### src/lkx_pkg.sv
// Shared types and constants for the keyed XOR-chain byte cipher.
// Used by every module of the block; depends on nothing.
package lkx_pkg;

  // Park-Miller minimal-standard generator.
  localparam logic [14:0] GEN_MUL  = 15'd16807;
  localparam logic [30:0] GEN_MOD  = 31'h7fffffff;
  localparam logic [30:0] GEN_INIT = 31'h000a2c2a;

  // Defaults for the top-level parameters.
  localparam int DEF_TABLE_DEPTH = 512;
  localparam int DEF_ENTRY_SCALE = 256;

  // Queue between the front and the back.
  localparam int QDEPTH = 4;
  localparam int QAW    = $clog2(QDEPTH);

  typedef struct packed {
    logic       func;
    logic [7:0] data;
    logic       eom;
  } item_t;

endpackage

### src/lkx_front.sv
// Front end: accepts words once the key table is ready and tags each with
// its two key table positions. Depends on lkx_pkg.
module lkx_front #(
  parameter int TABLE_DEPTH = 512
) (
  input  logic                               clk,
  input  logic                               rst,
  input  logic                               valid,
  output logic                               stall,
  input  logic                               func,
  input  logic [7:0]                         data_in,
  input  logic                               end_of_message,
  input  logic                               tbl_ready,
  output logic                               push,
  output logic [$bits(lkx_pkg::item_t)+2*$clog2(TABLE_DEPTH)-1:0] push_data,
  input  logic                               q_full
);
  import lkx_pkg::*;

  localparam int AW = $clog2(TABLE_DEPTH);
  localparam logic [AW:0]   DEPTH_V = (AW + 1)'(TABLE_DEPTH);
  localparam logic [AW-1:0] LAST_V  = AW'(TABLE_DEPTH - 1);

  logic          held;
  item_t         item;
  logic [AW-1:0] k0;
  logic [AW-1:0] k1;
  logic [AW-1:0] pos;
  logic [AW-1:0] pos_next;
  logic [AW:0]   pos_sum;
  logic          take;

  assign stall = !tbl_ready || (held && q_full);
  assign take  = valid && !stall;
  assign push  = held && !q_full;

  always_comb begin
    pos_sum = {1'b0, pos} + (AW + 1)'(2);
    if (pos_sum >= DEPTH_V) begin
      pos_sum = pos_sum - DEPTH_V;
    end
    pos_next = end_of_message ? '0 : pos_sum[AW-1:0];
  end

  always_ff @(posedge clk) begin
    if (rst) begin
      held <= 1'b0;
      pos  <= '0;
    end else begin
      if (take) begin
        held <= 1'b1;
        pos  <= pos_next;
      end else if (push) begin
        held <= 1'b0;
      end
    end
  end

  always_ff @(posedge clk) begin
    if (take) begin
      item.func <= func;
      item.data <= data_in;
      item.eom  <= end_of_message;
      k0        <= pos;
      k1        <= (pos == LAST_V) ? '0 : pos + 1'b1;
    end
  end

  assign push_data = {item, k0, k1};

  a_key_in_range: assert property (@(posedge clk) disable iff (rst)
    held |-> ({1'b0, k0} < DEPTH_V && {1'b0, k1} < DEPTH_V))
    else $error("key position beyond the table");

endmodule

### config.mk
export PLATFORM = sky130hd
export DESIGN_NAME = lkx_front
export DESIGN_NICKNAME = d
export VERILOG_FILES = /design/src/lkx_pkg.sv /design/src/lkx_front.sv
export SDC_FILE = /design/constraint.sdc
export NUM_CORES = 1
export LEC_CHECK = 0
export BUFFER_PORTS_ARGS = -buffer_cell sky130_fd_sc_hd__buf_2
export CAP_MARGIN = 25
export CORE_MARGIN = 3
export CORE_UTILIZATION = 49
export CTS_CLUSTER_SIZE = 16
export DETAILED_ROUTE_END_ITERATION = 8
export PLACE_DENSITY = 0.78
export SLEW_MARGIN = 20
export SYNTH_ARGS = -nofsm -noshare
export SYNTH_HDL_FRONTEND = slang
export SYNTH_SLANG_ARGS = --single-unit
### constraint.sdc
create_clock -name clk -period 3.8 [get_ports clk]
set_input_delay 1.14 -clock clk [delete_from_list [all_inputs] [get_ports clk]]
set_output_delay 1.14 -clock clk [all_outputs]
set_load 0.1 [all_outputs]
# Word level (Yosys, flattened, before mapping)
# Cells that the tools add are included.
[word_totals] out_inout_bits=30 word_cells=24 in_bits=15 reg_bits=38
[op_classes] n_addsub=3 n_reduce_logical=8 mux=4 eq_ne=1 n_lt_le_gt_ge=1
[ops] cell="9-bit two-way mux" count=2
[ops] cell="9-bit by 2-bit adder with 10-bit output, second input constant" count=1
[ops] cell="10-bit greater-or-equal comparator, second input constant" count=1
[ops] cell="9-bit by 1-bit adder with 9-bit output, second input constant" count=1
[ops] cell="9-bit equality test, second input constant" count=1
[ops] cell="9-bit by 1-bit subtractor with 9-bit output, second input constant" count=1
[ops] cell="1-bit logical AND" count=3
[ops] cell="1-bit logical NOT" count=3
[ops] cell="1-bit two-way mux" count=2
[ops] cell="2-bit nonzero test" count=1
[ops] cell="1-bit logical OR" count=1

# Logic depth before layout (Yosys ltp)
[depth] ltp_word=5 mapped_depth=5 depth_no_buf=4

# Least setup slack after synthesis
# OpenSTA, ideal clock, no wires.
[synth_timing] kind="input-to-output" startpoint="in q_full" endpoint="out push" path_buffers=0 cell_stages=1 path_slack_ns=0.185 t_required_ns=2.660 t_arrival_ns=2.475 cell_sequence="nor2b_1"
[synth_via] elab_chain_len=2
[synth_rtl] element="start: declaration" line_no="lkx_front.sv:16" text="input logic q_full"
[synth_rtl] element="1-bit logical NOT" line_no="lkx_front.sv:35" text="assign push = held && !q_full;"
[synth_rtl] element="1-bit logical AND" line_no="lkx_front.sv:35"
[synth_rtl] element="end: declaration" line_no="lkx_front.sv:14" text="output logic push,"
# No other way between the ends.

# Worst setup path in the final report
[layout_timing] startpoint="in tbl_ready" endpoint="out stall"
[layout_via] elab_chain_len=2
[layout_rtl] element="start: declaration" line_no="lkx_front.sv:13" text="input logic tbl_ready,"
[layout_rtl] element="1-bit logical NOT" line_no="lkx_front.sv:33" text="assign stall = !tbl_ready || (held && q_full);"
[layout_rtl] element="1-bit logical OR" line_no="lkx_front.sv:33"
[layout_rtl] element="end: declaration" line_no="lkx_front.sv:9" text="output logic stall,"
# No other way between the ends.

==> impl_metrics.yaml <==
run_status:
  status: "finished, final reports clean"
die:
  die-area_mm2: 0.00350
  start_util_pct: 53.5
  std_cell_rows: 18
  dieWidth_um: 59.2
  core-area_mm2: 0.00259
  ios: 45
  die_y_um: 59.2
yosys:
  synth-async-reset-ratio_pct: 0
  post-synth-top-area-fraction_pct: 58.5
  netlist_area_mm2: 0.00139
  postSynthRegisterBits: 36
  syn_inst: 99
  synth.avg_cell_area_um2: 14.0
  synth_edf_count: 27
  synth_seq_area_share_pct: 71.5
  synthTopCellsByCount: "27 x edfxtp_1, 12 x nor2b_1, 9 x dfxtp_1, 8 x o21ai_0"
  synthDistinctLibCells: 25
  yosysMostFrequentCell: "edfxtp_1"
  ys_warn_count: 0
  synth_area_leaders: "edfxtp_1 58%, dfxtp_1 13%, nor2b_1 5.4%, o21ai_0 2.9%, mux2i_1 2.2%"
  synthFlopType: "edfxtp_1"
  yosys.area.top_type: "edfxtp_1"
cts:
  post_cts_resized: 0
  cts_root_buffer: "clkbuf_4"
  clkTransAtPathRegs_ns: 0.09
  htree_num_levels: 2
  cts_hold_buf: 0
  clock-sinks: 36
  cts_tree: "built"
  cts_buffers: 5
  cts_setup_buffers: 0
  clockBufferDepth: 2
  insertion_delay_ns: 0.32
grt:
  overflow: 0
  antenna_found_initial: 0
  grt_pass1_vias: 844
  grt_max_degree: 28
  grt_pass1_wl_um: 3800
  grt_usage_pct: 14.8
finish:
  drive_gt1_share_pct: 35.8
  area_delta_synth_final_pct: 20.8
  fillCellCount: 208
  num_antenna_cells: 0
  fin_nets: 165
sta:
  max_freq_mhz: 306
  fin_setup_tns_ns: 0
  slew_violations: 0
  period_needed_ns: 3.27
  finalHoldViolCount: 0
  worst_clock_skew_ns: 0.00186
  final-setup-viol-count: 0
  period_share_pct: 86.0
  rsz0062_at_grt: "false"
placement:
  gp_congestion: 0.837
  dp_hpwl_um: 1700
  io_buffers: 43
setup_path:
  end_kind: "output pin"
  worstPathRequired_ns: 2.66
  setup.worst_path.start_class: "primary input"
  crit_arrival_ns: 2.13
  cp_max_fo: 19
  critPathKind: "in -> out"
pwr:
  finalPower_mw: 0.744
  p_leak_nw: 0.675
  ir_drop_mv: 0.350
  p_per_area_mw_per_mm2: 444
route:
  drtIter0Drc: 17
  routedWlPerCell_um: 13.7
  antenna_left: 0
  drc: 0
  wirelength_um: 2440
  vias_per_cell: 5.58
  drtPass1Iterations: 4
  vias: 994
job:
  max_cap_viol_count: 0
min_path:
  min_path_type: "reg -> reg"
## kinds of logic after synthesis
family	count (synthesis)	synth area share [%]
AOI/OAI and AO/OA	19	8.21
adders and majority gates	2	1.80
buffers and inverters	7	2.80
DFF	36	71.5
muxes	3	2.17
other	1	0.270
and+or+nand+nor	31	13.3
## per-stage QoR
stage	util [%]	instance area (um2)	cells	hold slack [ns]	worst slack [ns]
after CTS	64.6	1670	178	0.517	0.550
after detailed placement	62.9	1630	171	0.490	0.556
final	64.6	1670	178	0.517	0.534
after floorplan	-	1390	100	0.452	0.185
after global placement	62.9	1630	171	0.471	0.582
after global routing	64.6	1670	178	0.540	0.490
## worst paths after layout
| kind | to | from | cells after the start | slack (ns) |
|---|---|---|---|---|
| max | stall | tbl_ready | 4 | 0.53 |
| min | k0[8]$_DFFE_PP_ | pos[8]$_SDFFE_PP0P_ | 0 | 0.52 |
| max reg2reg | k1[8]$_SDFFCE_PN0P_ | held$_SDFFE_PP0P_ | 4 | 2.32 |
| min reg2reg | k0[8]$_DFFE_PP_ | pos[8]$_SDFFE_PP0P_ | 0 | 0.52 |
## power by group
part	total, mW	leakage, nW	internal, mW	switching (mW)
logic	0.129	0.321	0.0179	0.111
registers	0.439	0.327	0.435	0.00411
clock network	0.176	0.0261	0.0645	0.111
total	0.744	0.675	0.517	0.227
## placed cells by master, fill, tap and decap left out
cell / synthesis / final
buf_4: 1 / 1
dfxtp_1: 9 / 9
nor2_1: 5 / 4
a22oi_1: 1 / 1
ha_1: 2 / 2
o31ai_1: 3 / 3
a21oi_1: 5 / 5
or4_1: 3 / 3
edfxtp_1: 27 / 27
buf_2: 1 / 43
o21bai_1: 1 / 1
nand3_1: 3 / 3
inv_1: 2 / 2
and4_1: 2 / 2
nor2b_1: 12 / 12
a21boi_2: 1 / 1
conb_1: 1 / 2
clkbuf_4: 0 / 5
clkinv_1: 0 / 2
nor2_2: 0 / 1
inv_2: 2 / 2
nor4_1: 1 / 1
mux2i_1: 3 / 3
nand2_1: 1 / 1
nand4_1: 3 / 3
or3_1: 1 / 1
o21ai_0: 8 / 8
## layer usage
layer | track usage, % | up-vias | share of wire [%]
met5 | 0 | - | 0
met4 | 6.80 | 0 | 1.6
met3 | 6.32 | 5 | 13
met2 | 22.8 | 61 | 45
met1 | 17.8 | 464 | 40
li1 | - | 464 | -
## layout make-up
class                   count  area (um2)  share of cell area (%)
clock buffers               5        37.5                    2.24
clock inverters             2        7.51                   0.448
inverters                   4        15.0                   0.897
multi-input cells          57         363                    21.7
flip-flops and latches     36         991                    59.2
well taps                  30        37.5                    2.24
repair buffers             44         223                    13.3
## sequential cells by signal, indices dropped and copies added, names as in the netlist
signal     cells
held           1
pos            8
k1             9
push_data     10
k0             8
## critical path, cell delays in order
cell      delay (ns)
buf_2           0.10
a21boi_2        0.17
inv_2           0.22
buf_2           0.48
Power figures use the tool's default switching activity.
