### src/lkx_pkg.sv
// Shared types and constants for the keyed XOR-chain byte cipher.
// Used by every module of the block; depends on nothing.
package lkx_pkg;

  // Park-Miller minimal-standard generator.
  localparam logic [14:0] GEN_MUL  = 15'd16807;
  localparam logic [30:0] GEN_MOD  = 31'h7fffffff;
  localparam logic [30:0] GEN_INIT = 31'h000a2c2a;

  // Defaults for the top-level parameters.
  localparam int DEF_TABLE_DEPTH = 512;
  localparam int DEF_ENTRY_SCALE = 256;

  // Queue between the front and the back.
  localparam int QDEPTH = 4;
  localparam int QAW    = $clog2(QDEPTH);

  typedef struct packed {
    logic       func;
    logic [7:0] data;
    logic       eom;
  } item_t;

endpackage

### src/lkx_back.sv
// Back end: holds the key table, reads both key bytes for a word, applies
// the XOR chain and keeps the result in an output register. Depends on lkx_pkg.
module lkx_back #(
  parameter int TABLE_DEPTH = 512
) (
  input  logic                           clk,
  input  logic                           rst,
  input  logic                           wr_en,
  input  logic [$clog2(TABLE_DEPTH)-1:0] wr_addr,
  input  logic [7:0]                     wr_data,
  input  logic                           q_empty,
  input  logic [$bits(lkx_pkg::item_t)+2*$clog2(TABLE_DEPTH)-1:0] q_data,
  output logic                           pop,
  output logic                           result_valid,
  input  logic                           result_stall,
  output logic [7:0]                     data_out,
  output logic                           last_out
);
  import lkx_pkg::*;

  localparam int AW = $clog2(TABLE_DEPTH);

  logic [7:0] key_mem [TABLE_DEPTH];

  item_t         q_item;
  logic [AW-1:0] q_k0;
  logic [AW-1:0] q_k1;

  logic       s1_valid;
  item_t      s1_item;
  logic [7:0] key0;
  logic [7:0] key1;
  logic [7:0] chain;
  logic [7:0] dout;
  logic [7:0] cipher;
  logic       adv;

  assign {q_item, q_k0, q_k1} = q_data;

  // The read stage moves on whenever the output register is free or taken.
  assign adv = s1_valid && (!result_valid || !result_stall);
  assign pop = !q_empty && (!s1_valid || adv);

  assign dout   = s1_item.data ^ key0 ^ chain;
  assign cipher = s1_item.func ? s1_item.data : dout;

  always_ff @(posedge clk) begin
    if (wr_en) begin
      key_mem[wr_addr] <= wr_data;
    end
    if (pop) begin
      key0    <= key_mem[q_k0];
      key1    <= key_mem[q_k1];
      s1_item <= q_item;
    end
  end

  always_ff @(posedge clk) begin
    if (rst) begin
      s1_valid     <= 1'b0;
      result_valid <= 1'b0;
      chain        <= '0;
    end else begin
      if (pop) begin
        s1_valid <= 1'b1;
      end else if (adv) begin
        s1_valid <= 1'b0;
      end
      if (!result_valid || !result_stall) begin
        result_valid <= s1_valid;
      end
      if (adv) begin
        chain <= s1_item.eom ? 8'h00 : (cipher ^ key1);
      end
    end
  end

  always_ff @(posedge clk) begin
    if (adv) begin
      data_out <= dout;
      last_out <= s1_item.eom;
    end
  end

  a_chain_clear: assert property (@(posedge clk) disable iff (rst)
    (adv && s1_item.eom) |=> (chain == 8'h00))
    else $error("chain byte not cleared after end of message");

endmodule
### config.mk
export PLATFORM = sky130hd
export DESIGN_NAME = lkx_back
export DESIGN_NICKNAME = d
export VERILOG_FILES = /design/src/lkx_pkg.sv /design/src/lkx_back.sv
export SDC_FILE = /design/constraint.sdc
export NUM_CORES = 2
export LEC_CHECK = 0
export BUFFER_PORTS_ARGS = -buffer_cell sky130_fd_sc_hd__buf_2
export CAP_MARGIN = 30
export CORE_MARGIN = 8
export CORE_UTILIZATION = 24
export DETAILED_ROUTE_END_ITERATION = 10
export SKIP_CTS_REPAIR_TIMING = 1
export SLEW_MARGIN = 25
export SYNTH_ARGS = -nofsm -noshare
export SYNTH_HDL_FRONTEND = slang
export SYNTH_SLANG_ARGS = --single-unit
### constraint.sdc
create_clock -name clk -period 5.8 [get_ports clk]
set_input_delay 0.58 -clock clk [delete_from_list [all_inputs] [get_ports clk]]
set_output_delay 0.58 -clock clk [all_outputs]
set_load 0.02 [all_outputs]
== Word-level counts from Yosys, hierarchy flattened ==
Memory sizes are Yosys's and may differ from the RTL's. A register that Yosys moved wholly into a read port is not among the register bits.
Cells that the tools add are included.
Word-level totals
  bits in registers: 29
  bits in writable memories: 4096
  input port bits: 50
  output and inout port bits: 11
  memories: 1
Memory list
  key_mem: words 512, width 8, read ports 2, clocked after memory_dff 2, wr ports 1, line lkx_back.sv:23  | logic [7:0] key_mem [TABLE_DEPTH];
Cells by class
  mux-type cells: 6
  bitwise logic cells: 3
  reductions and logical operators: 9
Operators by type and width (number)
  8-bit bitwise XOR: 3
  8-bit two-way mux: 2
  1-bit logical NOT: 4
  1-bit two-way mux: 4
  1-bit logical AND: 2
  1-bit logical OR: 2
  2-bit nonzero test: 1

== Depth between registers and ports, before layout ==
  depth in word-level cells: 6
  depth in mapped cells: 13

== Worst setup path before layout ==
OpenSTA, ideal clock, no wires.
  path kind: in2out
  start: input result_stall
  end: output pop
  arrival: 2.248 ns
  required time: 5.220 ns
  path slack: 2.972 ns
  stages on the path: 1
  buffers on the path: 0
  cell sequence: a31oi_1
On the way
  cells in the longest elaborated chain, start to end: 5
RTL lines
  start: declaration: line lkx_back.sv:15  | input logic result_stall,
  1-bit logical NOT: line lkx_back.sv:41  | assign adv = s1_valid && (!result_valid || !result_stall);
  1-bit logical OR: line lkx_back.sv:41
  1-bit logical AND: line lkx_back.sv:41
  1-bit logical OR: line lkx_back.sv:42  | assign pop = !q_empty && (!s1_valid || adv);
  1-bit logical AND: line lkx_back.sv:42
  end: declaration: line lkx_back.sv:13  | output logic pop,
Every way passes these cells.

==> results_dict.tcl <==
set metrics [dict create \
    p_comb_share_pct 8.6 \
    num_vias 123600 \
    final_antenna_net_count 0 \
    p_sw_w 0.01614 \
    place.detailed.hpwl_um 470000 \
    fill_cells 81740 \
    peakVddDrop_mv 0.2623 \
    end_kind "flop" \
    tightestPinTransition_ps 1233 \
    io_buffers 60 \
    area_growth_pct 13.75 \
    rrSetupSlack_ps 2240 \
    grtUsageMet3_pct 4.438 \
    internal_power_w 0.05043 \
    syn_avg_cell_area_um2 17.21 \
    path_class "in2reg" \
    ys_ff_latch 4141 \
    syn-num-nets 11530 \
    grt_max_degree 185 \
    ys_seq_area_share_pct 62.92 \
    r2r_start "key_mem[349][3]" \
    fin_crit_ps 4313 \
    h-tree-depth 5 \
    wl_per_cell_um 30.92 \
    async_reset_ff_share_pct 0 \
    seqPwrFrac_pct 49.7 \
    leakage_nw 69.65 \
    hold_start "wr_data[6]" \
    place_congestion 0.9797 \
    cts_tree "yes" \
    clock-root-buffer "clkbuf_16" \
    viasPerCell 5.422 \
    syn-cell-area_um2 197500 \
    cp_data_required_time_ps 6650 \
    dp_slack_ps 772.8 \
    cts.reportedPaths.clkPinSlew_ps 60 \
    hp-class "in2reg" \
    met2_usage_pct 24.45 \
    fmax_ghz 0.2319 \
    grt_use_met1_pct 20.09 \
    drv_cap 0 \
    synthCells 11480 \
    power_frac_clock_pct 41.7 \
    timing.rr.end "key1[3]" \
    final-setup-viol-count 0 \
    max-slew-margin-rel_pct 17.78 \
    fin_ws_ps 1487 \
    gr-total-overflow 0 \
    core_um2 821200 \
    power_w 0.06657 \
    die_width_um 923.1 \
    drive_above_1_share_pct 22.22 \
    antenna_found_initial 56 \
    grtUsageTotal_pct 15.76 \
    totalWireLength_um 705000 \
    cp-start-kind "primary input" \
    fp.dieH_um 923.1 \
    outcome "completed" \
    dr.pass1.iters 9 \
    ys.warnings.count 0 \
    grt_pass1_wl_um 968500 \
    period_share_pct 74.36 \
    die_area_um2 852100 \
    clock_latency_ps 1120 \
    fin_util_pct 27.35 \
    busiest_layer "met2" \
    ys_types 84 \
    grt_pass1_vias 121100 \
    num_rows 333 \
    clockBufferDepth 4 \
    drt_iter0_markers 18290 \
    path_max_fanout 34 \
    clock-sinks 4141 \
    synth_edf_count 4131 \
    slew_viol_final 0 \
    cellPowerDensity_nw_per_um2 296.4 \
    fin_tns_setup_ps 0 \
    whs_endpoint "key_mem[291][6]" \
    swShare_pct 24.25 \
    holdPathStages 1 \
    numCtsBuffers 426 \
    startpoint "q_data[1]" \
    start_util_pct 24.05 \
    nets 11580 \
    cp.arrival_ps 5170 \
    hold_viol_final 0 \
    worst_clock_skew_ps 107.1 \
    yosys_most_used_dff "edfxtp_1" \
    num_io_pins 61 \
    ff2ff_path_depth 7 \
    rsz0062_at_grt "no" \
    drc 0 \
]
-- cell families after synthesis --
| logic type | count (synthesis) | share of synthesized area (%) |
|---|---|---|
| flops | 4141 | 62.92 |
| simple gates | 1780 | 4.242 |
| buf+inv | 954 | 3.266 |
| xor+xnor | 24 | 0.1064 |
| compound gates | 1765 | 6.297 |
| mux | 2811 | 23.17 |
-- final cells by class --
class	count	area (um2)	share of cell area (%)
clock inverter	260	2658	1.183
sequential	4141	124200	55.31
inverter	8	55.05	0.02451
antenna	34	85.08	0.03788
multi-input combinational	6380	67180	29.91
timing repair buffer	577	5635	2.509
clock buffer	515	11140	4.960
tap	10890	13620	6.064
-- worst max path at each step --
stage | cells past startpoint | to | slack, ps
6_report | 10 | key1[3] | 1490
4_1_cts | 10 | key0[7] | 1850
3_3_place_gp | 10 | key0[3] | -450
5_1_grt | 10 | key1[3] | 1720
3_5_place_dp | 10 | key0[7] | 770
2_1_floorplan | 1 | pop | 2970
-- synthesized netlist by cell type, types with 90 or more instances --
library cell | instances | area share [%]
edfxtp_1 | 4131 | 63
mux2i_1 | 1414 | 7.2
mux4_2 | 1353 | 15
nor2_1 | 700 | 1.3
o221ai_1 | 474 | 2.1
o22ai_1 | 417 | 1.3
clkbuf_1 | 404 | 0.77
nor3_1 | 342 | 0.87
a21oi_1 | 296 | 0.75
nand2_1 | 283 | 0.54
o21ai_0 | 151 | 0.38
buf_2 | 141 | 0.36
buf_6 | 118 | 0.67
nor4_1 | 105 | 0.33
a22oi_1 | 94 | 0.36
buf_1 | 90 | 0.17
-- per-stage QoR --
stage          cells  hold WS, ps  instance area (um2)
2_1_floorplan  11480        427.2               197500
3_3_place_gp   21920        452.9               209900
3_5_place_dp   21950        455.3               210300
4_1_cts        22730       -343.6               224100
5_1_grt        22770        4.307               224600
6_report       22800        5.048               224600
-- per-layer routing --
layer  routed length (um)  up-vias  share of wire [%]
li1                     -    48740                  -
met1               261100    64950                 37
met2               318500     8263                 45
met3                84470     1649                 12
met4                40750       32                5.8
met5                  219        -              0.031
-- power groups by stage --
stage	Clock, W	Combinational (W)	Sequential (W)
2_1_floorplan	0	0.00316	0.0337
5_1_grt	0.0290	0.00580	0.0331
4_1_cts	0.0280	0.00555	0.0331
3_3_place_gp	0	0.00551	0.0337
3_5_place_dp	0	0.00555	0.0337
6_report	0.0278	0.00570	0.0331
-- layout by cell type (no fill, tap or decap), types with 74 or more instances in the layout --
cell	count
nor2_1	687
mux4_2	1353
nor3_1	338
mux2i_1	1414
o221ai_1	473
a22oi_1	94
o21ai_0	144
clkbuf_1	81
nand4_1	74
clkinv_1	94
nand2_1	270
nor4_1	98
clkbuf_16	433
buf_4	387
o22ai_1	417
buf_12	98
edfxtp_1	4131
a21oi_1	295
-- sequential cells by signal (all words and copies together), names as in the netlist --
signal,count
key_mem,4096
s1_item,10
chain,8
data_out,8
key0,8
key1,8
last_out,1
result_valid,1
s1_valid,1
-- critical path, stage by stage --
cell and delay (ps):
buf_8 160, nand2b_4 720, buf_12 420, buf_4 220, o221ai_1 490, a211oi_1 240
nor4_2 770, nand4_1 540, nand4_1 500, nor4bb_1 330
(Power assumes the default switching activity.)
