--- src/lkx_pkg.sv ---
// Shared types and constants for the keyed XOR-chain byte cipher.
// Used by every module of the block; depends on nothing.
package lkx_pkg;

  // Park-Miller minimal-standard generator.
  localparam logic [14:0] GEN_MUL  = 15'd16807;
  localparam logic [30:0] GEN_MOD  = 31'h7fffffff;
  localparam logic [30:0] GEN_INIT = 31'h000a2c2a;

  // Defaults for the top-level parameters.
  localparam int DEF_TABLE_DEPTH = 512;
  localparam int DEF_ENTRY_SCALE = 256;

  // Queue between the front and the back.
  localparam int QDEPTH = 4;
  localparam int QAW    = $clog2(QDEPTH);

  typedef struct packed {
    logic       func;
    logic [7:0] data;
    logic       eom;
  } item_t;

endpackage

--- src/lkx_gen.sv ---
// Key table generator: steps the Park-Miller generator once per entry and
// writes the scaled value, top entry first. Depends on lkx_pkg.
module lkx_gen #(
  parameter int TABLE_DEPTH = 512,
  parameter int ENTRY_SCALE = 256
) (
  input  logic                           clk,
  input  logic                           rst,
  output logic                           wr_en,
  output logic [$clog2(TABLE_DEPTH)-1:0] wr_addr,
  output logic [7:0]                     wr_data,
  output logic                           ready
);
  import lkx_pkg::*;

  localparam int AW  = $clog2(TABLE_DEPTH);
  localparam int CW  = $clog2(TABLE_DEPTH + 1);
  localparam int SBW = $clog2(ENTRY_SCALE + 1);
  localparam int SW  = 31 + SBW;
  localparam int PW  = 31 + 15;
  localparam logic [SBW-1:0] SCALE_V = SBW'(ENTRY_SCALE);

  localparam logic [2:0] ST_MUL  = 3'd0;
  localparam logic [2:0] ST_RED  = 3'd1;
  localparam logic [2:0] ST_SCL  = 3'd2;
  localparam logic [2:0] ST_WR   = 3'd3;
  localparam logic [2:0] ST_DONE = 3'd4;

  logic [2:0]    state;
  logic [CW-1:0] cnt;
  logic [30:0]   seed;
  logic [PW-1:0] prod;
  logic [SW-1:0] scaled;

  logic [31:0]    red_sum;
  logic [30:0]    seed_next;
  logic [SBW-1:0] hi;
  logic [31:0]    hl_sum;
  logic [SBW-1:0] quot;

  // Reduction modulo 2^31-1: fold the high part onto the low part.
  always_comb begin
    red_sum = {1'b0, prod[30:0]} + 32'(prod[PW-1:31]);
    if (red_sum >= {1'b0, GEN_MOD}) begin
      seed_next = 31'(red_sum - {1'b0, GEN_MOD});
    end else begin
      seed_next = red_sum[30:0];
    end
  end

  // floor(x / (2^31-1)) = h + ((h + l) >= 2^31-1), since the quotient is small.
  always_comb begin
    hi     = scaled[SW-1:31];
    hl_sum = {1'b0, scaled[30:0]} + 32'(hi);
    quot   = hi + SBW'(hl_sum >= {1'b0, GEN_MOD});
  end

  always_ff @(posedge clk) begin
    if (rst) begin
      state <= ST_MUL;
      cnt   <= CW'(TABLE_DEPTH);
      seed  <= GEN_INIT;
    end else begin
      case (state)
        ST_MUL: begin
          state <= ST_RED;
        end
        ST_RED: begin
          seed  <= seed_next;
          state <= ST_SCL;
        end
        ST_SCL: begin
          state <= ST_WR;
        end
        ST_WR: begin
          cnt   <= cnt - 1'b1;
          state <= (cnt == CW'(1)) ? ST_DONE : ST_MUL;
        end
        ST_DONE: begin
          state <= ST_DONE;
        end
        default: begin
          state <= ST_DONE;
        end
      endcase
    end
  end

  always_ff @(posedge clk) begin
    prod   <= PW'(seed) * PW'(GEN_MUL);
    scaled <= SW'(seed) * SW'(SCALE_V);
  end

  assign wr_en   = (state == ST_WR);
  assign wr_addr = AW'(cnt - 1'b1);
  assign wr_data = 8'(quot);
  assign ready   = (state == ST_DONE);

  a_ready_holds: assert property (@(posedge clk) disable iff (rst) ready |=> ready)
    else $error("table ready dropped after the fill finished");
  a_no_write_when_ready: assert property (@(posedge clk) disable iff (rst)
    wr_en |-> (!ready && cnt != '0))
    else $error("table write outside the fill");

endmodule

--- config.mk ---
export PLATFORM = sky130hd
export DESIGN_NAME = lkx_gen
export DESIGN_NICKNAME = d
export VERILOG_FILES = /design/src/lkx_pkg.sv /design/src/lkx_gen.sv
export SDC_FILE = /design/constraint.sdc
export NUM_CORES = 1
export LEC_CHECK = 0
export ABC_AREA = 1
export BUFFER_PORTS_ARGS = -buffer_cell sky130_fd_sc_hd__buf_2
export CAP_MARGIN = 20
export CORE_MARGIN = 1.5
export CORE_UTILIZATION = 25
export DETAILED_ROUTE_END_ITERATION = 10
export GPL_ROUTABILITY_DRIVEN = 0
export GPL_TIMING_DRIVEN = 0
export PLACE_DENSITY = 0.49
export RECOVER_POWER = 100
export REMOVE_ABC_BUFFERS = 1
export SLEW_MARGIN = 20
export SYNTH_ARGS = -nofsm -noshare
export SYNTH_HDL_FRONTEND = slang
export SYNTH_SLANG_ARGS = --single-unit
--- constraint.sdc ---
create_clock -name clk -period 6 [get_ports clk]
set_clock_uncertainty 0.05 [all_clocks]
set_input_delay 1.8 -clock clk [delete_from_list [all_inputs] [get_ports clk]]
set_output_delay 1.8 -clock clk [all_outputs]
set_load 0.02 [all_outputs]
# == Yosys cells after proc, flatten, opt, wreduce, memory -nomap -nowiden ==
# Cells that the tools add are included.
# totals
ff_bits,121
latchBits,0
ramBits,0
rom_bits,0
input_bits,2
out_inout_bits,19
mem_count,0
# op_classes
n_addsub,5
n_mul,1
n_div,0
order_cmp,2
n_eq_ne,5
n_shift,0
n_mux,3
bitwise,0
reduce_logical,1
# op_table
cell,n
$ge A32 B31 Y1 const B,2
$mul A31 B15 Y46 const B,1
$add A31 B15 Y32,1
$add A31 B8 Y32,1
$mux W31,1
$sub A31 B31 Y31 const B,1
$pmux W3 S4,1
$eq A10 B1 Y1 const B,1
$sub A10 B1 Y10 const B,1
$add A8 B1 Y8,1
$eq A3 B2 Y1 const B,2
$eq A3 B1 Y1 const B,1
$eq A3 B3 Y1 const B,1
$logic_not A3 Y1,1
$mux W3,1

# == Logic depth before layout (Yosys ltp) ==
# depth
depth_word,3
mapped_depth,24

# == Worst setup path before layout ==
# Ideal clock, no wire load.
# synth_path
path_kind,flip-flop to flip-flop
startpoint,register seed[14]
endpoint,register prod[33]
setup_ns,0.127
arrival_time_ns,5.173
required_ns,5.823
setup_slack_ns,0.650
path_stages_with_launch,22
period_less_slack_ns,5.350
path_cell_list,dfxtp_1 > inv_1 > fa_1 > inv_1 > ha_1 > inv_1 > fa_1 > inv_1 > fa_1 > fa_1 > inv_1 > fa_1 > inv_1 > ha_1 > a21oi_1 > inv_1 > a21oi_1 > a21boi_0 > o21ai_0 > a21boi_0 > o21ai_0 > xor2_1
# synth_between
elab_chain_cells,1
# synth_rtl
element,line_no,source
"start, declared",lkx_gen.sv:31,logic [30:0] seed;
"start signal, assigned",lkx_gen.sv:69,seed <= seed_next;
$mul A31 B15 Y46,lkx_gen.sv:90,prod <= PW'(seed) * PW'(GEN_MUL);
"end signal, assigned",lkx_gen.sv:90,
"end, declared",lkx_gen.sv:32,logic [PW-1:0] prod;
# Every way passes these cells.
# A chain may end at the register's enable or synchronous reset.

# == Worst setup path after layout ==
# layout_path
startpoint,register seed[17]
endpoint,register prod[30]
# The elaborated chain is that of the path after synthesis.

==> impl_metrics.yaml <==
outcome:
  status: "finished with violations"
  violations: "max-capacitance violations, max-slew violations"
floorplan:
  die_area_sq_mm: 0.0570
  coreArea_sq_mm: 0.0550
  die_w_microns: 239
  io_pins: 21
  dieHeight_microns: 239
  start_util: 0.253
  rows: 86
grt:
  grt_pass1_wl_microns: 63100
  antenna_found_initial: 0
  grt_max_degree: 31
  grt_usage: 0.143
  grt_pass1_vias: 11605
  grt_overflow_total: 0
synthesis:
  synth_top_flop_cell: "dfxtp_1"
  syn_area_sq_mm: 0.0139
  yosysTopAreaCellShare: 0.193
  yosys_warnings: 0
  synth.area.top_cells: "fa_1 19%, ha_1 19%, dfxtp_1 17%, inv_1 12%, nand2_1 8.7%"
  ys_ff_latch: 120
  ys_types: 44
  yosysMostFrequentCell: "inv_1"
  async_reset_ff_frac: 0
  netlist_instances: 1827
  synth_edf_count: 0
  seq_area_frac_synth: 0.173
  avgSynthCellArea_sq_um: 7.60
  synth_common_cells: "447 x inv_1, 321 x nand2_1, 207 x ha_1"
  synth_top_area_cell: "fa_1"
sta:
  hold_violations: 0
  finalSetupViolCount: 0
  fin_crit_sh: 0.961
  period_needed_ns: 5.76
  worst_slack_ns: 0.236
  finalMaxSlewViolations: 31
  slew-limit-headroom: -0.273
  setup_tns_ns: 0
  timing.hold.ws_ns: 0.393
  fmax_mhz: 173
  worstMarginPinSlew_ns: 1.91
placed_design:
  dp.final_hpwl_microns: 33000
  portBuffers: 20
  dpl_cell_area_sq_mm: 0.0149
  dp_slack_ns: -0.466
finish:
  layout.nets: 2200
  stdcell_area_sq_mm: 0.0156
  antenna_cells: 0
  fillerInstances: 5950
  drive_gt1_frac: 0.0545
  area_delta_synth_final_pct: 12.0
clock_network:
  cts_buffers: 17
  clkLatencyLatePin_ns: 0.43
  cts.clk_slew.worst_paths_ns: 0.06
  cts_tree: "built"
  clock_sinks: 120
  cts.htree.levels: 4
  clockBufferDepth: 2
  clockRootBuffer: "clkbuf_16"
worst_setup_path:
  end_kind: "flip-flop"
  critPathRequiredTime_ns: 6.24
  regToRegSetupSlack_ns: 0.24
  startpoint_type: "flip-flop"
  worstPathArrival_ns: 6.01
  cp_max_fo: 7
  criticalPathCategory: "reg -> reg"
route:
  post_drt_wl_per_cell_microns: 15.1
  routed_wl_microns: 39600
  drcViolationCount: 0
  vias: 11470
  vias_per_cell: 4.38
  postRouteAntennaNets: 0
  first_pass_iters: 6
  detail_route.iter0.violations: 532
hold_path:
  worst_hold_path_type: "reg -> reg"
job:
  maxCapViolations: 1
critical path: stages, from the launching register on:
cell	delay [ns]
dfxtp_2	0.48
inv_1	0.17
fa_1	0.56
inv_1	0.05
ha_1	0.26
inv_1	0.05
fa_1	0.49
inv_1	0.05
fa_1	0.46
fa_1	0.54
inv_1	0.05
fa_1	0.53
inv_1	0.04
ha_1	0.37
a21oi_1	0.28
inv_1	0.09
a31oi_1	0.16
o211ai_1	0.11
clkbuf_2	0.15
a21oi_2	0.18
o21ai_2	0.10
a21oi_1	0.17
xnor2_1	0.24
kinds of logic (layout without fill, tap and decap cells):
family | after synthesis | in the layout | share of synthesized area
and+or+nand+nor | 613 | 613 | 0.189
buffers and inverters | 475 | 518 | 0.129
adders and majority gates | 341 | 341 | 0.380
AOI/OAI and AO/OA | 204 | 204 | 0.0792
DFF | 120 | 120 | 0.173
xor gates and xnor gates | 74 | 74 | 0.0494
path summary, 6_finish.rpt:
check,from,cells past startpoint,end
worst max-delay path,seed[17]$_SDFFE_PP1P_,22,prod[30]$_DFF_P_
worst min-delay path,seed[27]$_SDFFE_PP0P_,0,scaled[35]$_DFF_P_
worst max register to register,seed[17]$_SDFFE_PP1P_,22,prod[30]$_DFF_P_
worst min register to register,seed[27]$_SDFFE_PP0P_,0,scaled[35]$_DFF_P_
per-layer routing:
layer	track usage	vias to the layer above	part of all wire
li1	-	5731	-
met1	0.193	5503	0.48
met2	0.241	199	0.47
met3	0.0143	37	0.030
met4	0.0420	0	0.019
met5	0	-	0
cell usage in the layout (no fill, tap or decap), types with 3 or more instances in the layout:
master,synthesis,layout
nand3b_1,9,9
fa_1,134,134
clkbuf_16,0,17
ha_1,207,207
o21ai_0,53,49
clkbuf_1,10,20
xor2_2,4,7
xnor2_1,27,27
nand3_1,83,83
inv_2,14,14
nand2_1,321,323
dfxtp_1,120,97
clkinv_4,0,4
o21ai_2,0,5
nor2_1,125,126
nor3_1,23,22
a21o_1,4,4
o211ai_1,4,4
inv_6,0,3
nor4_1,5,4
nand4_1,25,25
o21ai_1,8,7
dfxtp_2,0,14
xor2_1,42,39
o21a_1,7,7
nand3_2,4,5
dfxtp_4,0,9
inv_1,447,447
a21oi_1,107,106
and3_1,5,5
a31oi_1,12,12
final cells by class:
cell class | count | area [sq um] | area share
Clock buffer | 17 | 425 | 0.0273
Inverter | 462 | 1730 | 0.111
Tap cell | 748 | 936 | 0.0602
Timing Repair Buffer | 24 | 106 | 0.00684
Sequential cell | 120 | 2450 | 0.158
Clock inverter | 15 | 169 | 0.0109
Multi-Input combinational cell | 1232 | 9730 | 0.626
state kept, by name (all words and copies together), names as in the netlist:
name    flops
cnt        10
prod       46
scaled     30
seed       31
state       3
what timing repair did:
item	CTS	global route
setup endpoints to repair	15	14
pin swaps	1	3
hold buffers	0	0
setup buffers	0	1
resized for setup	31	24
per-stage QoR:
| stage | utilization | cells |
|---|---|---|
| detailed placement | 0.271 | 2585 |
| global route | 0.283 | 2618 |
| global placement | 0.270 | 2582 |
| finish | 0.283 | 2618 |
| CTS | 0.282 | 2617 |
| floorplan | - | 1814 |
Power is not shown: default switching activity piles up to over one toggle a cycle in this logic, so the estimate is an artifact.
