`src/lkx_pkg.sv`:
```
// Shared types and constants for the keyed XOR-chain byte cipher.
// Used by every module of the block; depends on nothing.
package lkx_pkg;

  // Park-Miller minimal-standard generator.
  localparam logic [14:0] GEN_MUL  = 15'd16807;
  localparam logic [30:0] GEN_MOD  = 31'h7fffffff;
  localparam logic [30:0] GEN_INIT = 31'h000a2c2a;

  // Defaults for the top-level parameters.
  localparam int DEF_TABLE_DEPTH = 512;
  localparam int DEF_ENTRY_SCALE = 256;

  // Queue between the front and the back.
  localparam int QDEPTH = 4;
  localparam int QAW    = $clog2(QDEPTH);

  typedef struct packed {
    logic       func;
    logic [7:0] data;
    logic       eom;
  } item_t;

endpackage

```
`src/lkx_queue.sv`:
```
// Short register queue between the front and the back.
// Depends on lkx_pkg for its depth.
module lkx_queue #(
  parameter int WIDTH = 8
) (
  input  logic             clk,
  input  logic             rst,
  input  logic             push,
  input  logic [WIDTH-1:0] push_data,
  output logic             full,
  input  logic             pop,
  output logic [WIDTH-1:0] pop_data,
  output logic             empty
);
  import lkx_pkg::*;

  logic [WIDTH-1:0] slots [QDEPTH];
  logic [QAW-1:0]   wr_ptr;
  logic [QAW-1:0]   rd_ptr;
  logic [QAW:0]     count;

  assign full     = (count == (QAW + 1)'(QDEPTH));
  assign empty    = (count == '0);
  assign pop_data = slots[rd_ptr];

  always_ff @(posedge clk) begin
    if (rst) begin
      wr_ptr <= '0;
      rd_ptr <= '0;
      count  <= '0;
    end else begin
      if (push) begin
        wr_ptr <= wr_ptr + 1'b1;
      end
      if (pop) begin
        rd_ptr <= rd_ptr + 1'b1;
      end
      if (push && !pop) begin
        count <= count + 1'b1;
      end else if (pop && !push) begin
        count <= count - 1'b1;
      end
    end
  end

  always_ff @(posedge clk) begin
    if (push) begin
      slots[wr_ptr] <= push_data;
    end
  end

  a_no_overrun: assert property (@(posedge clk) disable iff (rst)
    !(push && full) && !(pop && empty))
    else $error("queue pushed when full or popped when empty");

endmodule

```
`config.mk`:
```
export PLATFORM = sky130hd
export DESIGN_NAME = lkx_queue
export DESIGN_NICKNAME = d
export VERILOG_FILES = /design/src/lkx_pkg.sv /design/src/lkx_queue.sv
export SDC_FILE = /design/constraint.sdc
export NUM_CORES = 1
export LEC_CHECK = 0
export BUFFER_PORTS_ARGS = -buffer_cell sky130_fd_sc_hd__buf_4
export CAP_MARGIN = 20
export CORE_MARGIN = 3
export CORE_UTILIZATION = 30
export DETAILED_ROUTE_END_ITERATION = 8
export GPL_TIMING_DRIVEN = 0
export MAX_ROUTING_LAYER = met4
export SLEW_MARGIN = 20
export SYNTH_ARGS = -nofsm -noshare
export SYNTH_HDL_FRONTEND = slang
export SYNTH_SLANG_ARGS = --single-unit
```
`constraint.sdc`:
```
create_clock -name clk -period 1.5 [get_ports clk]
set_input_delay 0.3 -clock clk [delete_from_list [all_inputs] [get_ports clk]]
set_output_delay 0.3 -clock clk [all_outputs]
set_load 0.1 [all_outputs]
```
# Word-level counts from Yosys, hierarchy flattened
# Memory sizes are Yosys's and may differ from the RTL's. A register that Yosys moved wholly into a read port is not among the register bits.
# Index checks and enable logic that the tools add are counted.
# word_totals
ff_bits	7
ramBits	32
input_bits	12
output_inout_bits	10
elab_cells	21
mem_count	1
# mem_list
name	depth	width	rd	rd_clocked_by_memory_dff	wr	line_no	rtl
slots	4	8	1	1	1	lkx_queue.sv:17	logic [WIDTH-1:0] slots [QDEPTH];
# op_classes
n_addsub	4
n_eq_ne	1
muxes	6
reduce_logical	6
# op_table
op	count
2-to-1 mux 3 bit	2
adder 2 x 1 -> 2 bit (second input constant)	2
2-to-1 mux 2 bit	2
adder 3 x 1 -> 3 bit (second input constant)	1
== test 3 bit (second input constant)	1
logical NOT 3 bit	1
subtractor 3 x 1 -> 3 bit (second input constant)	1
logical AND 1 bit	2
logical NOT 1 bit	2
2-to-1 mux 1 bit	2
nonzero test 2 bit	1

# Depth between registers and ports, before layout
# Gate-level depths: netlist of the first run.
# logic_depth
word_depth	4
ltp_mapped	7
mapped_depth_nobuf	7

# Least setup slack after synthesis of the first run
# No wires, ideal clock.
# synth_timing
path_type	register to output
start	register count[1]
end	output full
arrival_time_ns	2.552
required_ns	1.200
path_slack_ns	-1.352
stages_incl_launch_ff	2
n_path_buf	0
path_cell_list	dfxtp_1 > nor3b_1
# synth_via
elab_chain_len	1
# synth_rtl
element	line_no	rtl
start: declaration	lkx_queue.sv:20	logic [QAW:0] count;
start signal: assignment	lkx_queue.sv:39	count <= count + 1'b1;
start signal: assignment	lkx_queue.sv:41	count <= count - 1'b1;
== test 3 bit	lkx_queue.sv:22	assign full = (count == (QAW + 1)'(QDEPTH));
end: declaration	lkx_queue.sv:10	output logic full,
# No other way between the ends.

==> qor.csv, run 1 <==
stage;metric;value;unit
status;status;finished with violations;
status;violations;setup timing;
logic_synthesis;syn_nets;104;
logic_synthesis;synth_area;1590;sq um
worst_setup_path;cpPeakStageDelay;0.53;ns
pwr;pwr_density_cell;1440;nW/um^2
pwr;power_leakage;0.724;nW
worst_hold_path;worstHoldStart;push_data[5];
logic_synthesis;synth_fa_ha_area_frac;0.0521;
logic_synthesis;synth_warnings;0;
worst_setup_path;critPathArrivalTime;1.49;ns
pwr;pwr-share-clk;0.291;
worst_setup_path;crit_type;register to output pin;
clock_tree;root_buffer;clkbuf_8;
logic_synthesis;async_flop_share;0;
worst_hold_path;hp-class;input pin to register;
logic_synthesis;synth_compound_gate_area_share;0.00631;
drt;num_vias;783;
logic_synthesis;synth-simple-area-share;0.0465;
logic_synthesis;synth_seq_cells;41;
sta;clock.fmax;558;MHz
sta;setup_viol;8;
clock_tree;clock_latency;0.29;ns
logic_synthesis;synth-xor-area-share;0.0276;
sta;hold_violations;0;
worst_setup_path;crit_chain;buf_12 > mux4_2 > buf_12;
logic_synthesis;synthCells;86;
die;core-area;4910;sq um
place;dp_hpwl;1800;microns
drt;ant_nets;0;
logic_synthesis;synth-main-ff-cell;edfxtp_1;
logic_synthesis;synth_top_family_by_area;multiplexers;
die;ios;22;
worst_setup_path;crit_path_start_kind;register;
sta;setup_slack;-0.293;ns
grt;grt_pass1_wl;4410;microns
grt;grt_pass1_vias;882;
pwr;intPower;2.04;mW
worst_setup_path;r2r_start;count[0];
worst_setup_path;cp-end-kind;output pin;
sta;clock_skew;0.00580;ns
logic_synthesis;synth.distinct_cells;20;
logic_synthesis;synth_edf_count;32;
die;rows;25;
drt;avgViaCountPerCell;4.33;
logic_synthesis;synth.area.mux_share;0.126;
worst_setup_path;crit_slowest_cell;mux4_2;
sta;rsz0062_at_grt;yes;
place;place_area;1870;sq um
clock_tree;cts_hold_buf;0;
clock_tree;cts_tree;done;
die;dieArea;6200;sq um
cells_and_area;area_growth;29.5;%
clock_tree;htreeDepth;2;
sta;tns;-2.28;ns
clock_tree;clk_path_buf_depth;2;
pwr;p_seq_frac;0.457;
clock_tree;cts_sinks;41;
grt;gr-total-overflow;0;
logic_synthesis;synth-seq-area-share;0.719;
worst_setup_path;critPathMaxFanout;8;
drt;drcViolationCount;0;
pwr;comb_power_share;0.252;
worst_setup_path;path_common_cell;buf_12;
grt;grt_usage;0.101;
pwr;p_switching;916;uW
cells_and_area;fin_util;0.418;
pwr;p_sw_frac;0.310;
sta;final.period_utilization;1.20;
grt;antenna_found_initial;0;
worst_setup_path;cp.required;1.20;ns
grt;grt_start_max_net_pins;14;
drt;routed_wl;2640;microns
die;initial_utilization;0.323;
die;fp.dieW;78.7;microns
drt;wire_per_inst;14.6;microns
cells_and_area;drive_gt1_frac;0.421;
sta;slew_violations;0;
sta;fin_crit;1.79;ns
place;routabilityCongestion;0.613;
drt;dr.pass1.iters;3;
sta;worst_pin_slew;0.455;ns
cells_and_area;final_cell_area;2050;sq um
cells_and_area;nets;131;
cells_and_area;antenna_cells;0;
logic_synthesis;avgSynthCellArea;18.4;sq um
die;die_y;78.7;microns
clock_tree;path_clk_slew;0.08;ns
run;drv_cap;0;
sta;max-slew-margin-rel;0.697;
place;portBuffers;20;
drt;drtIter0Drc;26;
pwr;peakVddDrop;0.840;mV
cells_and_area;fillCellCount;449;
clock_tree;cts_made_buffers;5;
placed cells by master, fill, tap and decap left out, types with 2 or more instances in the layout:
| cell type | n |
|---|---|
| nor2_1 | 7 |
| buf_4 | 10 |
| inv_1 | 2 |
| mux2i_1 | 2 |
| xnor2_1 | 2 |
| buf_8 | 2 |
| ha_1 | 4 |
| dfxtp_2 | 3 |
| clkbuf_8 | 5 |
| buf_6 | 7 |
| edfxtp_1 | 32 |
| mux4_2 | 8 |
| dfxtp_1 | 5 |
| xor2_1 | 3 |
| buf_12 | 2 |
| and2_1 | 4 |
synth_stat cells (2+ instances only):
cell type / n / area [sq um]
inv_1: 4 / 15.0
and2_1: 4 / 25.0
ha_1: 5 / 62.6
mux2i_1: 2 / 20.0
edfxtp_1: 32 / 961
dfxtp_1: 9 / 180
mux4_2: 8 / 180
nor2_1: 7 / 26.3
xnor2_1: 2 / 17.5
xor2_1: 3 / 26.3
critical path, delay by kind of cell, from the launching register on:
family	cells	cell delay, ns
buf+inv	2	0.33
mux	1	0.53
flops	1	0.34
metal layers:
metal | GRT usage | vias to the layer above | share of wire
met1 | 0.113 | 382 | 0.43
met2 | 0.158 | 21 | 0.50
li1 | - | 372 | -
met5 | - | - | 0
met3 | 0.0340 | 8 | 0.050
met4 | 0.0577 | 0 | 0.025
sequential cells by signal, summed over array words and instances, names as in the netlist, named ones only:
name,flops
count,3
wr_ptr,2
slots,32
rd_ptr,2
worst paths after layout:
check,slack [ns],end,depth (start not counted)
worst min-delay path,0.20,slots[1][5],1
worst max register to register,0.05,count[2],4
worst min register to register,0.54,rd_ptr[0],2
worst max-delay path,-0.29,pop_data[6],3
final cells by class:
cell class / instances / area [sq um] / share of cell area
sequential: 41 / 1150 / 0.559
multi-input combinational: 38 / 452 / 0.220
timing repair buffer: 20 / 204 / 0.0993
tap: 67 / 83.8 / 0.0408
clock buffer: 5 / 68.8 / 0.0335
clock inverter: 3 / 41.3 / 0.0201
buffer: 3 / 28.8 / 0.0140
inverter: 4 / 27.5 / 0.0134
per-stage QoR:
stage / instances / setup slack, ns / hold WS, ns / power [mW]
after floorplan: 86 / -0.0407 / 0.399 / 1.90
after global placement: 173 / -0.202 / 0.501 / 2.03
after detailed placement: 173 / -0.239 / 0.508 / 2.06
after CTS: 181 / -0.326 / 0.192 / 2.99
after global routing: 181 / -0.353 / 0.189 / 3.08
final: 181 / -0.293 / 0.204 / 2.96
cell families (layout without fill, tap and decap cells):
kind of cell	Yosys count	count (layout)
AND/OR/NAND/NOR	15	15
AO/OA/AOI/OAI	2	2
XOR/XNOR	5	5
multiplexers	10	10
adder cells (fa/ha/maj)	6	6
flip-flops	41	41
buffers and inverters	7	35
power by group through the flow:
stage | registers (mW) | clock network, mW | logic [mW]
after floorplan | 1.36 | 0 | 0.541
after detailed placement | 1.37 | 0 | 0.687
after CTS | 1.35 | 0.888 | 0.747
final | 1.35 | 0.861 | 0.745
after global placement | 1.36 | 0 | 0.670
after global routing | 1.36 | 0.936 | 0.781
what timing repair did:
action,CTS,global route
resized for setup,17,4
endpoints found under the setup margin,11,11
pin swaps,0,1
setup buffers,0,0
(Power assumes the default switching activity.)
==> run 2, diff against run 1 <==
Clock period 1.5 ns to 2.2 ns, I/O delays scaled along.
==> run 2 against run 1 <==
Net effect:
- global-route usage decreased by 1.2 points
- sequential power fell by 33%
- critical path type unchanged
- clock power is 34% lower
- die area unchanged
- sequential share of layout area grew 2.9 points
- the flow now finishes without violations
- critical endpoint is now pop_data[1]
- design area is 5.5% lower
- via count is 1.0% higher
- non-clock buffer count unchanged
- largest power group unchanged
- register-to-register slack improved by 0.62 ns
- wire length is 9.2% lower
- clock-buffer cell count is the same
==> qor.csv, run 2 (synthesized netlist as in run 1, its figures left out) <==
stage;metric;value;unit
drt;ant_nets;0;
cells_and_area;fillCellCount;456;
place;dp_hpwl;1750;microns
clock_tree;cts_made_buffers;5;
clock_tree;cts_hold_buf;0;
sta;hold_violations;0;
drt;avgViaCountPerCell;4.37;
run;drv_cap;0;
pwr;p_seq_frac;0.473;
cells_and_area;fin_util;0.395;
sta;final.period_utilization;0.904;
sta;max-slew-margin-rel;0.705;
cells_and_area;area_growth;22.3;%
die;dieArea;6200;sq um
pwr;p_switching;582;uW
pwr;power_leakage;0.699;nW
cells_and_area;nets;131;
cells_and_area;largest_reg_flops;32;
sta;worst_pin_slew;0.442;ns
sta;setup_viol;0;
drt;wl_met1;1010;microns
place;routabilityCongestion;0.629;
cells_and_area;antenna_cells;0;
sta;clock_skew;0.00331;ns
sta;clock.fmax;503;MHz
pwr;pwr_density_cell;992;nW/um^2
sta;tns;0;ns
worst_setup_path;cp-end-kind;output pin;
drt;wl_met2;1240;microns
clock_tree;clock_latency;0.28;ns
worst_hold_path;worstHoldStart;push_data[6];
drt;drcViolationCount;0;
pwr;intPower;1.34;mW
drt;routed.top_layer;met4;
place;portBuffers;20;
grt;grt_usage;0.0889;
sta;setup_slack;0.211;ns
cells_and_area;final_common_cell;edfxtp_1;
die;rows;25;
sta;rsz0062_at_grt;no;
cells_and_area;top_register;slots;
pwr;p_sw_frac;0.303;
cells_and_area;top_regs;slots x32, count x3;
die;core-area;4910;sq um
die;ios;22;
drt;met3_length;126;microns
clock_tree;root_buffer;clkbuf_8;
grt;grt_start_max_net_pins;14;
sta;fin_crit;1.99;ns
place;pre_cts_slack;0.285;ns
drt;num_vias;791;
worst_setup_path;critPathMaxFanout;8;
drt;drtIter0Drc;20;
drt;wire_per_inst;13.3;microns
status;status;completed;
worst_setup_path;cp.required;1.76;ns
pwr;total_power;1.92;mW
grt;antenna_found_initial;0;
grt;grt_pass1_wl;3970;microns
cells_and_area;final_cells;181;
die;initial_utilization;0.323;
cells_and_area;final_cell_mix;32 x edfxtp_1, 20 x buf_4, 9 x dfxtp_1;
pwr;pwr-share-clk;0.294;
worst_setup_path;r2r_start;count[0];
grt;grt_pass1_vias;873;
sta;slew_violations;0;
worst_setup_path;crit_path_start_kind;register;
drt;routed_wl;2400;microns
clock_tree;post_cts_buffers;0;
clock_tree;path_clk_slew;0.07;ns
worst_hold_path;hp-class;input pin to register;
pwr;comb_power_share;0.233;
pwr;peakVddDrop;0.619;mV
clock_tree;cts_resized;0;
clock_tree;htreeDepth;2;
drt;dr.pass1.iters;4;
worst_setup_path;critPathArrivalTime;1.55;ns
clock_tree;cts_tree;done;
grt;gr-total-overflow;0;
clock_tree;cts_sinks;41;
die;fp.dieW;78.7;microns
worst_setup_path;crit_type;register to output pin;
cells_and_area;drive_gt1_frac;0.342;
place;dpl.cell_count;173;
die;die_y;78.7;microns
clock_tree;clk_path_buf_depth;2;
==> run 2: metrics by stage <==
stage | area, sq um | hold WS [ns]
3_5_place_dp | 1830 | 0.509
3_3_place_gp | 1830 | 0.485
4_1_cts | 1940 | 0.345
6_report | 1940 | 0.354
2_1_floorplan | 1600 | 0.476
5_1_grt | 1940 | 0.344
==> run 2: path summary, 6_finish.rpt <==
kind	endpoint	slack [ns]	depth (start not counted)
hold reg to reg	rd_ptr[1]	0.53	2
hold / removal	slots[2][6]	0.35	1
setup / recovery	pop_data[1]	0.21	3
setup reg to reg	count[2]	0.67	4
==> run 2: layer usage <==
metal / vias to the layer above / track usage
met3: 5 / 0.0295
met5: - / -
met2: 22 / 0.146
met4: 0 / 0.0367
met1: 391 / 0.0999
li1: 373 / -
==> run 2: final cells by class <==
class	count	area (sq um)	area share
sequential	41	1140	0.588
tap	67	83.8	0.0432
clock buffer	5	68.8	0.0355
clock inverter	3	41.3	0.0213
inverter	4	15.0	0.00774
timing repair buffer	20	150	0.0774
buffer	3	20.0	0.0103
multi-input combinational	38	420	0.217
==> run 2: power groups by stage <==
stage	logic, mW	registers, mW	clock network [mW]
after floorplan	0.358	0.922	0
after global placement	0.442	0.924	0
after detailed placement	0.453	0.930	0
after CTS	0.454	0.912	0.584
after global routing	0.474	0.917	0.607
final	0.448	0.911	0.566
==> run 2: critical path: stages, from the launching register on <==
cell and delay [ns]:
dfxtp_1 0.33, buf_6 0.17, mux4_2 0.52, buf_4 0.25
